### config.mk
export PLATFORM = sky130hd
export DESIGN_NAME = vehicle_alarm_lock_controller
export DESIGN_NICKNAME = d
export VERILOG_FILES = /design/src/rtl/valc_pkg.sv /design/src/rtl/vehicle_alarm_lock_controller.sv
export SDC_FILE = /design/constraint.sdc
export NUM_CORES = 1
export LEC_CHECK = 0
export ABC_AREA = 1
export BUFFER_PORTS_ARGS = -buffer_cell sky130_fd_sc_hd__buf_2
export CORE_UTILIZATION = 33
export CTS_CLUSTER_SIZE = 8
export DETAILED_ROUTE_END_ITERATION = 8
export PLACE_DENSITY = 0.49
export SLEW_MARGIN = 20
export SYNTH_ARGS = -nofsm -noshare
export SYNTH_HDL_FRONTEND = slang
export SYNTH_SLANG_ARGS = --single-unit
### constraint.sdc
create_clock -name i_clk -period 8.5 [get_ports i_clk]
set_input_delay 0.85 -clock i_clk [delete_from_list [all_inputs] [get_ports i_clk]]
set_output_delay 0.85 -clock i_clk [all_outputs]
set_load 0.01 [all_outputs]
### src/rtl/valc_pkg.sv
// Shared types, codes and message builders for the vehicle alarm / lock controller.
// No dependencies; used by vehicle_alarm_lock_controller.
package valc_pkg;

    // Security mode.
    typedef enum logic [1:0] {
        MODE_UNLOCKED = 2'd0,
        MODE_LOCKED   = 2'd1,
        MODE_ALARM    = 2'd2
    } t_mode;

    // Kind of an outgoing message.
    typedef enum logic [1:0] {
        KIND_EVENT  = 2'd0,
        KIND_REPORT = 2'd1,
        KIND_ACK    = 2'd2
    } t_kind;

    // Event codes.
    localparam logic [2:0] EVT_LOCKED        = 3'd0;
    localparam logic [2:0] EVT_UNLOCKED      = 3'd1;
    localparam logic [2:0] EVT_ALARM_STARTED = 3'd2;
    localparam logic [2:0] EVT_ALARM_STOPPED = 3'd3;
    localparam logic [2:0] EVT_SHOCK_WARN    = 3'd4;
    localparam logic [2:0] EVT_SHOCK_TRIG    = 3'd5;

    // Command codes.
    localparam logic [7:0] CMD_LOCK    = 8'd0;
    localparam logic [7:0] CMD_UNLOCK  = 8'd1;
    localparam logic [7:0] CMD_SILENCE = 8'd2;
    localparam logic [7:0] CMD_REQUEST = 8'd3;

    // Action codes.
    localparam logic ACT_PACKET = 1'b0;
    localparam logic ACT_TICK   = 1'b1;

    // The only legal command payload length.
    localparam logic [7:0] CMD_LENGTH = 8'd1;

    // Most messages one item can cause.
    localparam int MAX_MSGS = 3;

    // One outgoing message with every output field.
    typedef struct packed {
        t_kind       kind;
        logic [7:0]  dest;
        logic [2:0]  event_code;
        logic [15:0] ack_seq;
        logic        ack_err;
        t_mode       mode;
        logic        inhibit;
        logic        alarm;
        logic        warn;
        logic        trig;
        logic        engine;
        logic        last;
    } t_msg;

    // Event message; fields that do not belong to an event are zero.
    function automatic t_msg msg_event(logic [2:0] code, logic [7:0] dest);
        t_msg m;
        m = '0;
        m.kind       = KIND_EVENT;
        m.dest       = dest;
        m.event_code = code;
        return m;
    endfunction

    // Acknowledgement message.
    function automatic t_msg msg_ack(logic [7:0] dest, logic [15:0] seq, logic err);
        t_msg m;
        m = '0;
        m.kind    = KIND_ACK;
        m.dest    = dest;
        m.ack_seq = seq;
        m.ack_err = err;
        return m;
    endfunction

    // State report message.
    function automatic t_msg msg_report(logic [7:0] dest, t_mode mode, logic inhibit,
                                        logic alarm, logic warn, logic trig,
                                        logic engine);
        t_msg m;
        m = '0;
        m.kind    = KIND_REPORT;
        m.dest    = dest;
        m.mode    = mode;
        m.inhibit = inhibit;
        m.alarm   = alarm;
        m.warn    = warn;
        m.trig    = trig;
        m.engine  = engine;
        return m;
    endfunction

endpackage

### src/rtl/vehicle_alarm_lock_controller.sv
// Vehicle alarm / lock controller: input register, one pass of command and tick
// logic, and a three-slot result register. Depends on valc_pkg.
//
// Each input beat is either a received packet or a service tick and causes zero to three
// output beats, delivered in order one per cycle while i_stall is low, the final one
// flagged by o_last. An accepted item is held in the input register until the result
// slots are free; its messages are then loaded into the result slots together with the
// state update, so the first result reaches the outputs through the input register and
// then the result slots. The result slots drain at one beat per cycle while i_stall is
// low, and the input register takes a new item while they drain, holding it until the
// last beat is taken. Ignored packets cause no output beat. The mode, alarm and
// start-inhibit state starts unlocked and off after reset.
module vehicle_alarm_lock_controller (
    input  logic        i_clk,
    input  logic        i_rst_n,
    // Input channel
    input  logic        i_valid,
    output logic        o_stall,
    input  logic        i_action,
    input  logic        i_is_security_command,
    input  logic [7:0]  i_payload_length,
    input  logic [7:0]  i_command_code,
    input  logic [7:0]  i_source_node,
    input  logic [15:0] i_sequence_number,
    input  logic        i_ack_wanted,
    input  logic        i_engine_on,
    input  logic        i_shock_warn_level,
    input  logic        i_shock_trig_level,
    // Output channel
    output logic        o_valid,
    input  logic        i_stall,
    output logic [1:0]  o_message_kind,
    output logic [7:0]  o_destination,
    output logic [2:0]  o_event_code,
    output logic [15:0] o_ack_sequence,
    output logic        o_ack_error,
    output logic [1:0]  o_mode_report,
    output logic        o_inhibit_level,
    output logic        o_alarm_level,
    output logic        o_warn_report,
    output logic        o_trig_report,
    output logic        o_engine_report,
    output logic        o_last
);

    // Input register.
    logic        r_a_valid;
    logic        r_action;
    logic        r_is_cmd;
    logic [7:0]  r_len;
    logic [7:0]  r_code;
    logic [7:0]  r_src;
    logic [15:0] r_seq;
    logic        r_ackw;
    logic        r_engine;
    logic        r_warn;
    logic        r_trig;

    // Controller state.
    valc_pkg::t_mode r_mode;
    logic [7:0]      r_ctrl_node;
    logic            r_prev_warn;
    logic            r_prev_trig;
    logic            r_alarm;
    logic            r_inhibit;

    // Result slots; slot 0 drives the output.
    valc_pkg::t_msg r_msg [valc_pkg::MAX_MSGS];
    logic [1:0]     r_cnt;

    // Next values from the single pass.
    valc_pkg::t_mode n_mode;
    logic [7:0]      n_ctrl_node;
    logic            n_prev_warn;
    logic            n_prev_trig;
    logic            n_alarm;
    logic            n_inhibit;
    valc_pkg::t_msg  n_msg [valc_pkg::MAX_MSGS];
    logic [1:0]      n_cnt;

    logic out_take;
    logic in_take;
    logic slots_free;
    logic a_move;

    // Handshake control.
    assign o_valid    = (r_cnt != 2'd0);
    assign out_take   = o_valid && !i_stall;
    assign slots_free = (r_cnt == 2'd0) || ((r_cnt == 2'd1) && out_take);
    assign a_move     = r_a_valid && slots_free;
    assign o_stall    = r_a_valid && !slots_free;
    assign in_take    = i_valid && !o_stall;

    // Input register capture.
    always_ff @(posedge i_clk) begin
        if (!i_rst_n) begin
            r_a_valid <= 1'b0;
        end else if (in_take) begin
            r_a_valid <= 1'b1;
        end else if (a_move) begin
            r_a_valid <= 1'b0;
        end
        if (in_take) begin
            r_action  <= i_action;
            r_is_cmd  <= i_is_security_command;
            r_len     <= i_payload_length;
            r_code    <= i_command_code;
            r_src     <= i_source_node;
            r_seq     <= i_sequence_number;
            r_ackw    <= i_ack_wanted;
            r_engine  <= i_engine_on;
            r_warn    <= i_shock_warn_level;
            r_trig    <= i_shock_trig_level;
        end
    end

    // Command and tick logic: state update and the messages of one item, in order.
    always_comb begin
        logic [1:0] idx;
        logic       ok;
        logic       warn_edge;
        logic       trig_edge;

        n_mode      = r_mode;
        n_ctrl_node = r_ctrl_node;
        n_prev_warn = r_prev_warn;
        n_prev_trig = r_prev_trig;
        n_alarm     = r_alarm;
        n_inhibit   = r_inhibit;
        for (int k = 0; k < valc_pkg::MAX_MSGS; k++) begin
            n_msg[k] = '0;
        end
        idx       = 2'd0;
        ok        = 1'b1;
        warn_edge = (r_mode != valc_pkg::MODE_UNLOCKED) && r_warn && !r_prev_warn;
        trig_edge = (r_mode != valc_pkg::MODE_UNLOCKED) && r_trig && !r_prev_trig;

        if (r_action == valc_pkg::ACT_TICK) begin
            // Tick: edge events, alarm start, inhibit refresh.
            if (warn_edge) begin
                n_msg[idx] = valc_pkg::msg_event(valc_pkg::EVT_SHOCK_WARN, r_ctrl_node);
                idx = idx + 2'd1;
            end
            if (trig_edge) begin
                n_msg[idx] = valc_pkg::msg_event(valc_pkg::EVT_SHOCK_TRIG, r_ctrl_node);
                idx = idx + 2'd1;
                n_msg[idx] = valc_pkg::msg_event(valc_pkg::EVT_ALARM_STARTED, r_ctrl_node);
                idx = idx + 2'd1;
                n_mode  = valc_pkg::MODE_ALARM;
                n_alarm = 1'b1;
            end
            n_inhibit   = (n_mode != valc_pkg::MODE_UNLOCKED) && !r_engine;
            n_prev_warn = r_warn;
            n_prev_trig = r_trig;
        end else if (r_is_cmd) begin
            if (r_len != valc_pkg::CMD_LENGTH) begin
                // Malformed length: error acknowledgement only.
                if (r_ackw) begin
                    n_msg[idx] = valc_pkg::msg_ack(r_src, r_seq, 1'b1);
                    idx = idx + 2'd1;
                end
            end else begin
                n_ctrl_node = r_src;
                unique case (r_code)
                    valc_pkg::CMD_LOCK: begin
                        n_mode    = valc_pkg::MODE_LOCKED;
                        n_alarm   = 1'b0;
                        n_inhibit = !r_engine;
                        n_msg[idx] = valc_pkg::msg_event(valc_pkg::EVT_LOCKED, r_src);
                        idx = idx + 2'd1;
                    end
                    valc_pkg::CMD_UNLOCK: begin
                        n_mode    = valc_pkg::MODE_UNLOCKED;
                        n_alarm   = 1'b0;
                        n_inhibit = 1'b0;
                        n_msg[idx] = valc_pkg::msg_event(valc_pkg::EVT_UNLOCKED, r_src);
                        idx = idx + 2'd1;
                    end
                    valc_pkg::CMD_SILENCE: begin
                        n_alarm = 1'b0;
                        if (r_mode == valc_pkg::MODE_ALARM) begin
                            n_mode = valc_pkg::MODE_LOCKED;
                        end
                        n_inhibit = (n_mode != valc_pkg::MODE_UNLOCKED) && !r_engine;
                        n_msg[idx] = valc_pkg::msg_event(valc_pkg::EVT_ALARM_STOPPED, r_src);
                        idx = idx + 2'd1;
                    end
                    valc_pkg::CMD_REQUEST: begin
                        n_msg[idx] = valc_pkg::msg_report(r_src, r_mode, r_inhibit, r_alarm,
                                                          r_warn, r_trig, r_engine);
                        idx = idx + 2'd1;
                    end
                    default: begin
                        ok = 1'b0;
                    end
                endcase
                if (r_ackw) begin
                    n_msg[idx] = valc_pkg::msg_ack(r_src, r_seq, !ok);
                    idx = idx + 2'd1;
                end
                if (ok && (r_code != valc_pkg::CMD_REQUEST)) begin
                    n_msg[idx] = valc_pkg::msg_report(r_src, n_mode, n_inhibit, n_alarm,
                                                      r_warn, r_trig, r_engine);
                    idx = idx + 2'd1;
                end
            end
        end

        // Flag the final message of the item.
        for (int k = 0; k < valc_pkg::MAX_MSGS; k++) begin
            n_msg[k].last = ((2'(k) + 2'd1) == idx);
        end
        n_cnt = idx;
    end

    // State update when the item leaves the input register.
    always_ff @(posedge i_clk) begin
        if (!i_rst_n) begin
            r_mode      <= valc_pkg::MODE_UNLOCKED;
            r_ctrl_node <= 8'd0;
            r_prev_warn <= 1'b0;
            r_prev_trig <= 1'b0;
            r_alarm     <= 1'b0;
            r_inhibit   <= 1'b0;
        end else if (a_move) begin
            r_mode      <= n_mode;
            r_ctrl_node <= n_ctrl_node;
            r_prev_warn <= n_prev_warn;
            r_prev_trig <= n_prev_trig;
            r_alarm     <= n_alarm;
            r_inhibit   <= n_inhibit;
        end
    end

    // Result slots: load a new item, or shift one beat out.
    always_ff @(posedge i_clk) begin
        if (!i_rst_n) begin
            r_cnt <= 2'd0;
        end else if (a_move) begin
            r_cnt <= n_cnt;
        end else if (out_take) begin
            r_cnt <= r_cnt - 2'd1;
        end
        if (a_move) begin
            for (int k = 0; k < valc_pkg::MAX_MSGS; k++) begin
                r_msg[k] <= n_msg[k];
            end
        end else if (out_take) begin
            for (int k = 0; k < valc_pkg::MAX_MSGS - 1; k++) begin
                r_msg[k] <= r_msg[k + 1];
            end
        end
    end

    // Output fields from the head slot.
    assign o_message_kind  = r_msg[0].kind;
    assign o_destination   = r_msg[0].dest;
    assign o_event_code    = r_msg[0].event_code;
    assign o_ack_sequence  = r_msg[0].ack_seq;
    assign o_ack_error     = r_msg[0].ack_err;
    assign o_mode_report   = r_msg[0].mode;
    assign o_inhibit_level = r_msg[0].inhibit;
    assign o_alarm_level   = r_msg[0].alarm;
    assign o_warn_report   = r_msg[0].warn;
    assign o_trig_report   = r_msg[0].trig;
    assign o_engine_report = r_msg[0].engine;
    assign o_last          = r_msg[0].last;

endmodule
==> results.md <==
* Die Ht at 146 µm
* Worst-path fanout max at 36
* Crit-path max cell delay at 590 ps
* Max IR drop VDD at roughly 0.00011 V
* Fin nets at about 740
* Req. time, crit path at about 8700 ps
* Crit Path Class: reg2reg
* Number of library cell types mapped by synthesis at 36
* Initial antenna violation count at 0
* Cell total after placement at 930
* Largest cells by area after synthesis: edfxtp_1 61%, nand2_1 6.6%, dfxtp_1 5.0%
* Pleak at around 3.0 nW
* Initial DRC Count at 253
* Core area at 20200 µm²
* Htree depth at 4
* Wire length per cell at 14.8 µm
* Syn Nets at slightly below 700
* Synthesized area at 6800 µm²
* Design internal power at 1.44 mW
* CTS buffer count at 17
* Design Area, Final at between 7000 and 8000 µm²
* RR Endpoint: r_msg[0][45]
* Cell taking the most area after synthesis: edfxtp_1
* Final period util at between 30% and 40%
* Worst-Skew Late Latency at 420 ps
* Synth Warn # at 0
* Adder and majority gate portion of the synthesized area at approximately 1.1%
* Vias in the first global route at roughly 4500
* Compound-Gate Fraction of Synth Area at between 8 and 9%
* Root buf cell: clkbuf_16
* Critical path depth at 11
* Worst Min Path Start: r_prev_trig
* Vias per std cell at approximately 4.6
* Clock Pin Slew Worst Setup and Hold Paths at roughly 60 ps
* Post-CTS Setup Bufs at 0
* CP startpoint: r_cnt[0]
* Max-slew violation count at 0
* CTS resizes at 0
* Min cycle time layout at between 3000 and 4000 ps
* Synth Area in XOR/XNOR at 0%
* TritonRoute pass-1 iters at 4
* Slew @ Worst Pin at about 1000 ps
* RSZ-0062 raised after global routing: false
* Fin cells at between 900 and 1000
* Die area at ~21000 µm²
* Setup Slack @ Placement at between 4000 and 5000 ps
* Die extent in x at roughly 150 µm
* Post-DP HPWL at 9360 µm
* DRC violations left at 0
* Worst Skew at approximately 7.3 ps
* Detailed Route WL at 14200 µm
* Register area share after synthesis at between 60% and 70%
* Critical path launch point type: register
* Port bufs at just under 90
* NetSw at ~0.41 mW
* CTS tree: yes
* Comb power frac at 7.0%
* Share of cells above drive strength 1 at between 20% and 30%
* Synthesized area per cell at about 11 µm²
* Reg2reg start: r_cnt[0]
* Slowest cell on the critical path: inv_1
* Post-synthesis mux area share at 0%
* Final Hold Viols at 0
* Critical Path AT at ~3500 ps
* Via count at ~4400
* Hold WC Path Type: reg2reg
* Cts hold-fix bufs at 0
* Largest family of logic cells by synthesized area: simple AND/OR/NAND/NOR gates
* Hold slack at around 470 ps
* Area Overhead vs Synth at 16.1%
* Top cell type's share of synthesized area at between 60% and 70%
* Total track usage at 14.2%
* Row cnt at 52
* Setup TNS at 0 ps
* Clk pwr share at between 40% and 50%
* Final setup vio count at 0
* GPL Wtd Cong at roughly 0.78
* Max_slew headroom at between 30 and 40%
* Setup crit end: r_msg[0][45]
* CP bufs+invs at 4
* Power Total at 1.84 mW
* Largest net degree at the start of global routing at 77
* #FFs+latches synth at 155
* Sequential power share at ~50%
* Fmax at 298 MHz
* Area share of and/or/nand/nor cells after synthesis at ~16%
* ANT cells at 0
* Ports at 90
* CP Capture Type: register
* Num Clock Sinks at 155
* First-pass GRT wire length at between 20000 and 25000 µm
* PD cells at 233 nW/µm²
* Max-cap check violation count at 0
* Clock Path Buffers at 2
* Syn Inst Count at between 600 and 700
* Grt ovf at 0
* Placement Cell Area at approximately 7300 µm²
* Switching power share of the total at between 20% and 30%
* Status: finished clean
* R2R depth at 11
* Post-layout util at between 30 and 40%
* PnR worst setup slack at about 5100 ps
* Initial Utilization at between 30% and 40%
* Crit-path cells: inv_1 > ha_1 > a21oi_2 > inv_1 > nand2_1 > nand2_1 > inv_1 > buf_4 > nor2_4 > nand2_1 > o21ai_0
* Reg2reg setup slack at roughly 5100 ps
* Routed Antenna Nets at 0
* Top delay family on crit path: buffers and inverters
## kinds of logic after synthesis
kind of cell	after synthesis
compound gates	103
flops	155
other cells	1
fa+ha+maj	6
buf+inv	111
simple gates	241
## worst reg2reg max path, stage by stage, from the launching register on
cell     delay [ps]
dfxtp_1         390
inv_1            70
ha_1            250
a21oi_2         130
inv_1            60
nand2_1         140
nand2_1         570
inv_1           600
buf_4           460
nor2_4          110
nand2_1         200
o21ai_0         120
## registers in the layout (all words and copies together), names as in the netlist
name,flops
r_a_valid,1
r_ackw,1
r_action,1
r_alarm,1
r_cnt,2
r_code,8
r_ctrl_node,8
r_engine,1
r_inhibit,1
r_is_cmd,1
r_len,8
r_mode,2
r_msg,92
r_prev_trig,1
r_prev_warn,1
r_seq,16
r_src,8
r_trig,1
r_warn,1
## worst min-delay path by stage
stage | endpoint | slack, ps | depth (start not counted)
2_1_floorplan | r_alarm | 440 | 2
3_3_place_gp | r_prev_trig | 460 | 2
3_5_place_dp | r_prev_trig | 470 | 2
4_1_cts | r_prev_trig | 480 | 2
5_1_grt | r_prev_trig | 500 | 2
6_report | r_prev_trig | 470 | 2
## area by class of cell
type | instances | area, µm²
clock buffer | 20 | 447
fill | 1972 | 12300
timing repair buffer | 92 | 468
inverter | 62 | 234
multi-input combinational | 351 | 1760
sequential | 155 | 4480
clock inverter | 11 | 169
tap | 270 | 338
## cells in the final DEF, fill, tap and decap left out, types with 2 or more instances in the layout
master | Yosys | routed
nor3_2 | 2 | 2
clkinvlp_4 | 0 | 3
a21oi_1 | 23 | 23
nand4_1 | 4 | 4
clkbuf_1 | 6 | 2
dfxtp_1 | 17 | 17
nor2_1 | 63 | 63
inv_1 | 56 | 55
o21ai_0 | 52 | 52
inv_2 | 6 | 6
nand2_4 | 2 | 3
ha_1 | 6 | 6
clkbuf_16 | 0 | 17
nor3_1 | 2 | 2
o21ai_1 | 4 | 4
edfxtp_1 | 138 | 138
bufinv_16 | 0 | 4
buf_4 | 33 | 3
clkinv_2 | 0 | 2
nand2_1 | 120 | 119
nor2_4 | 7 | 7
nand2_2 | 4 | 4
buf_2 | 7 | 89
o31ai_1 | 7 | 7
nand3_1 | 33 | 33
o211ai_1 | 8 | 8
a21oi_2 | 3 | 3
## per-layer routing
metal	GRT usage (%)	up-vias	wire [µm]
li1	-	2200	-
met1	18.5	2076	6720
met3	3.29	19	567
met4	5.74	0	264
met5	0	-	0
met2	22.8	114	6660
## cell usage after synthesis
| master | count |
|---|---|
| a21oi_1 | 23 |
| a21oi_2 | 3 |
| a22oi_1 | 1 |
| a22oi_2 | 1 |
| and2_1 | 1 |
| buf_1 | 1 |
| buf_2 | 7 |
| buf_4 | 33 |
| buf_6 | 2 |
| clkbuf_1 | 6 |
| conb_1 | 1 |
| dfxtp_1 | 17 |
| edfxtp_1 | 138 |
| ha_1 | 6 |
| inv_1 | 56 |
| inv_2 | 6 |
| nand2_1 | 120 |
| nand2_2 | 4 |
| nand2_4 | 2 |
| nand3_1 | 33 |
| nand3b_4 | 1 |
| nand4_1 | 4 |
| nor2_1 | 63 |
| nor2_4 | 7 |
| nor2_8 | 1 |
| nor3_1 | 2 |
| nor3_2 | 2 |
| o211ai_1 | 8 |
| o211ai_2 | 1 |
| o21ai_0 | 52 |
| o21ai_1 | 4 |
| o21ai_2 | 1 |
| o22ai_1 | 1 |
| o31ai_1 | 7 |
| o32ai_1 | 1 |
| or2_2 | 1 |
## power groups by stage
| stage | sequential (mW) | combinational [mW] | clock (mW) |
|---|---|---|---|
| after floorplan | 0.937 | 0.0957 | 0 |
| after global placement | 0.940 | 0.128 | 0 |
| after detailed placement | 0.940 | 0.131 | 0 |
| after CTS | 0.925 | 0.131 | 0.810 |
| after global routing | 0.930 | 0.144 | 0.839 |
| final | 0.924 | 0.128 | 0.792 |
Note: power is estimated with default switching activity, not from simulation.
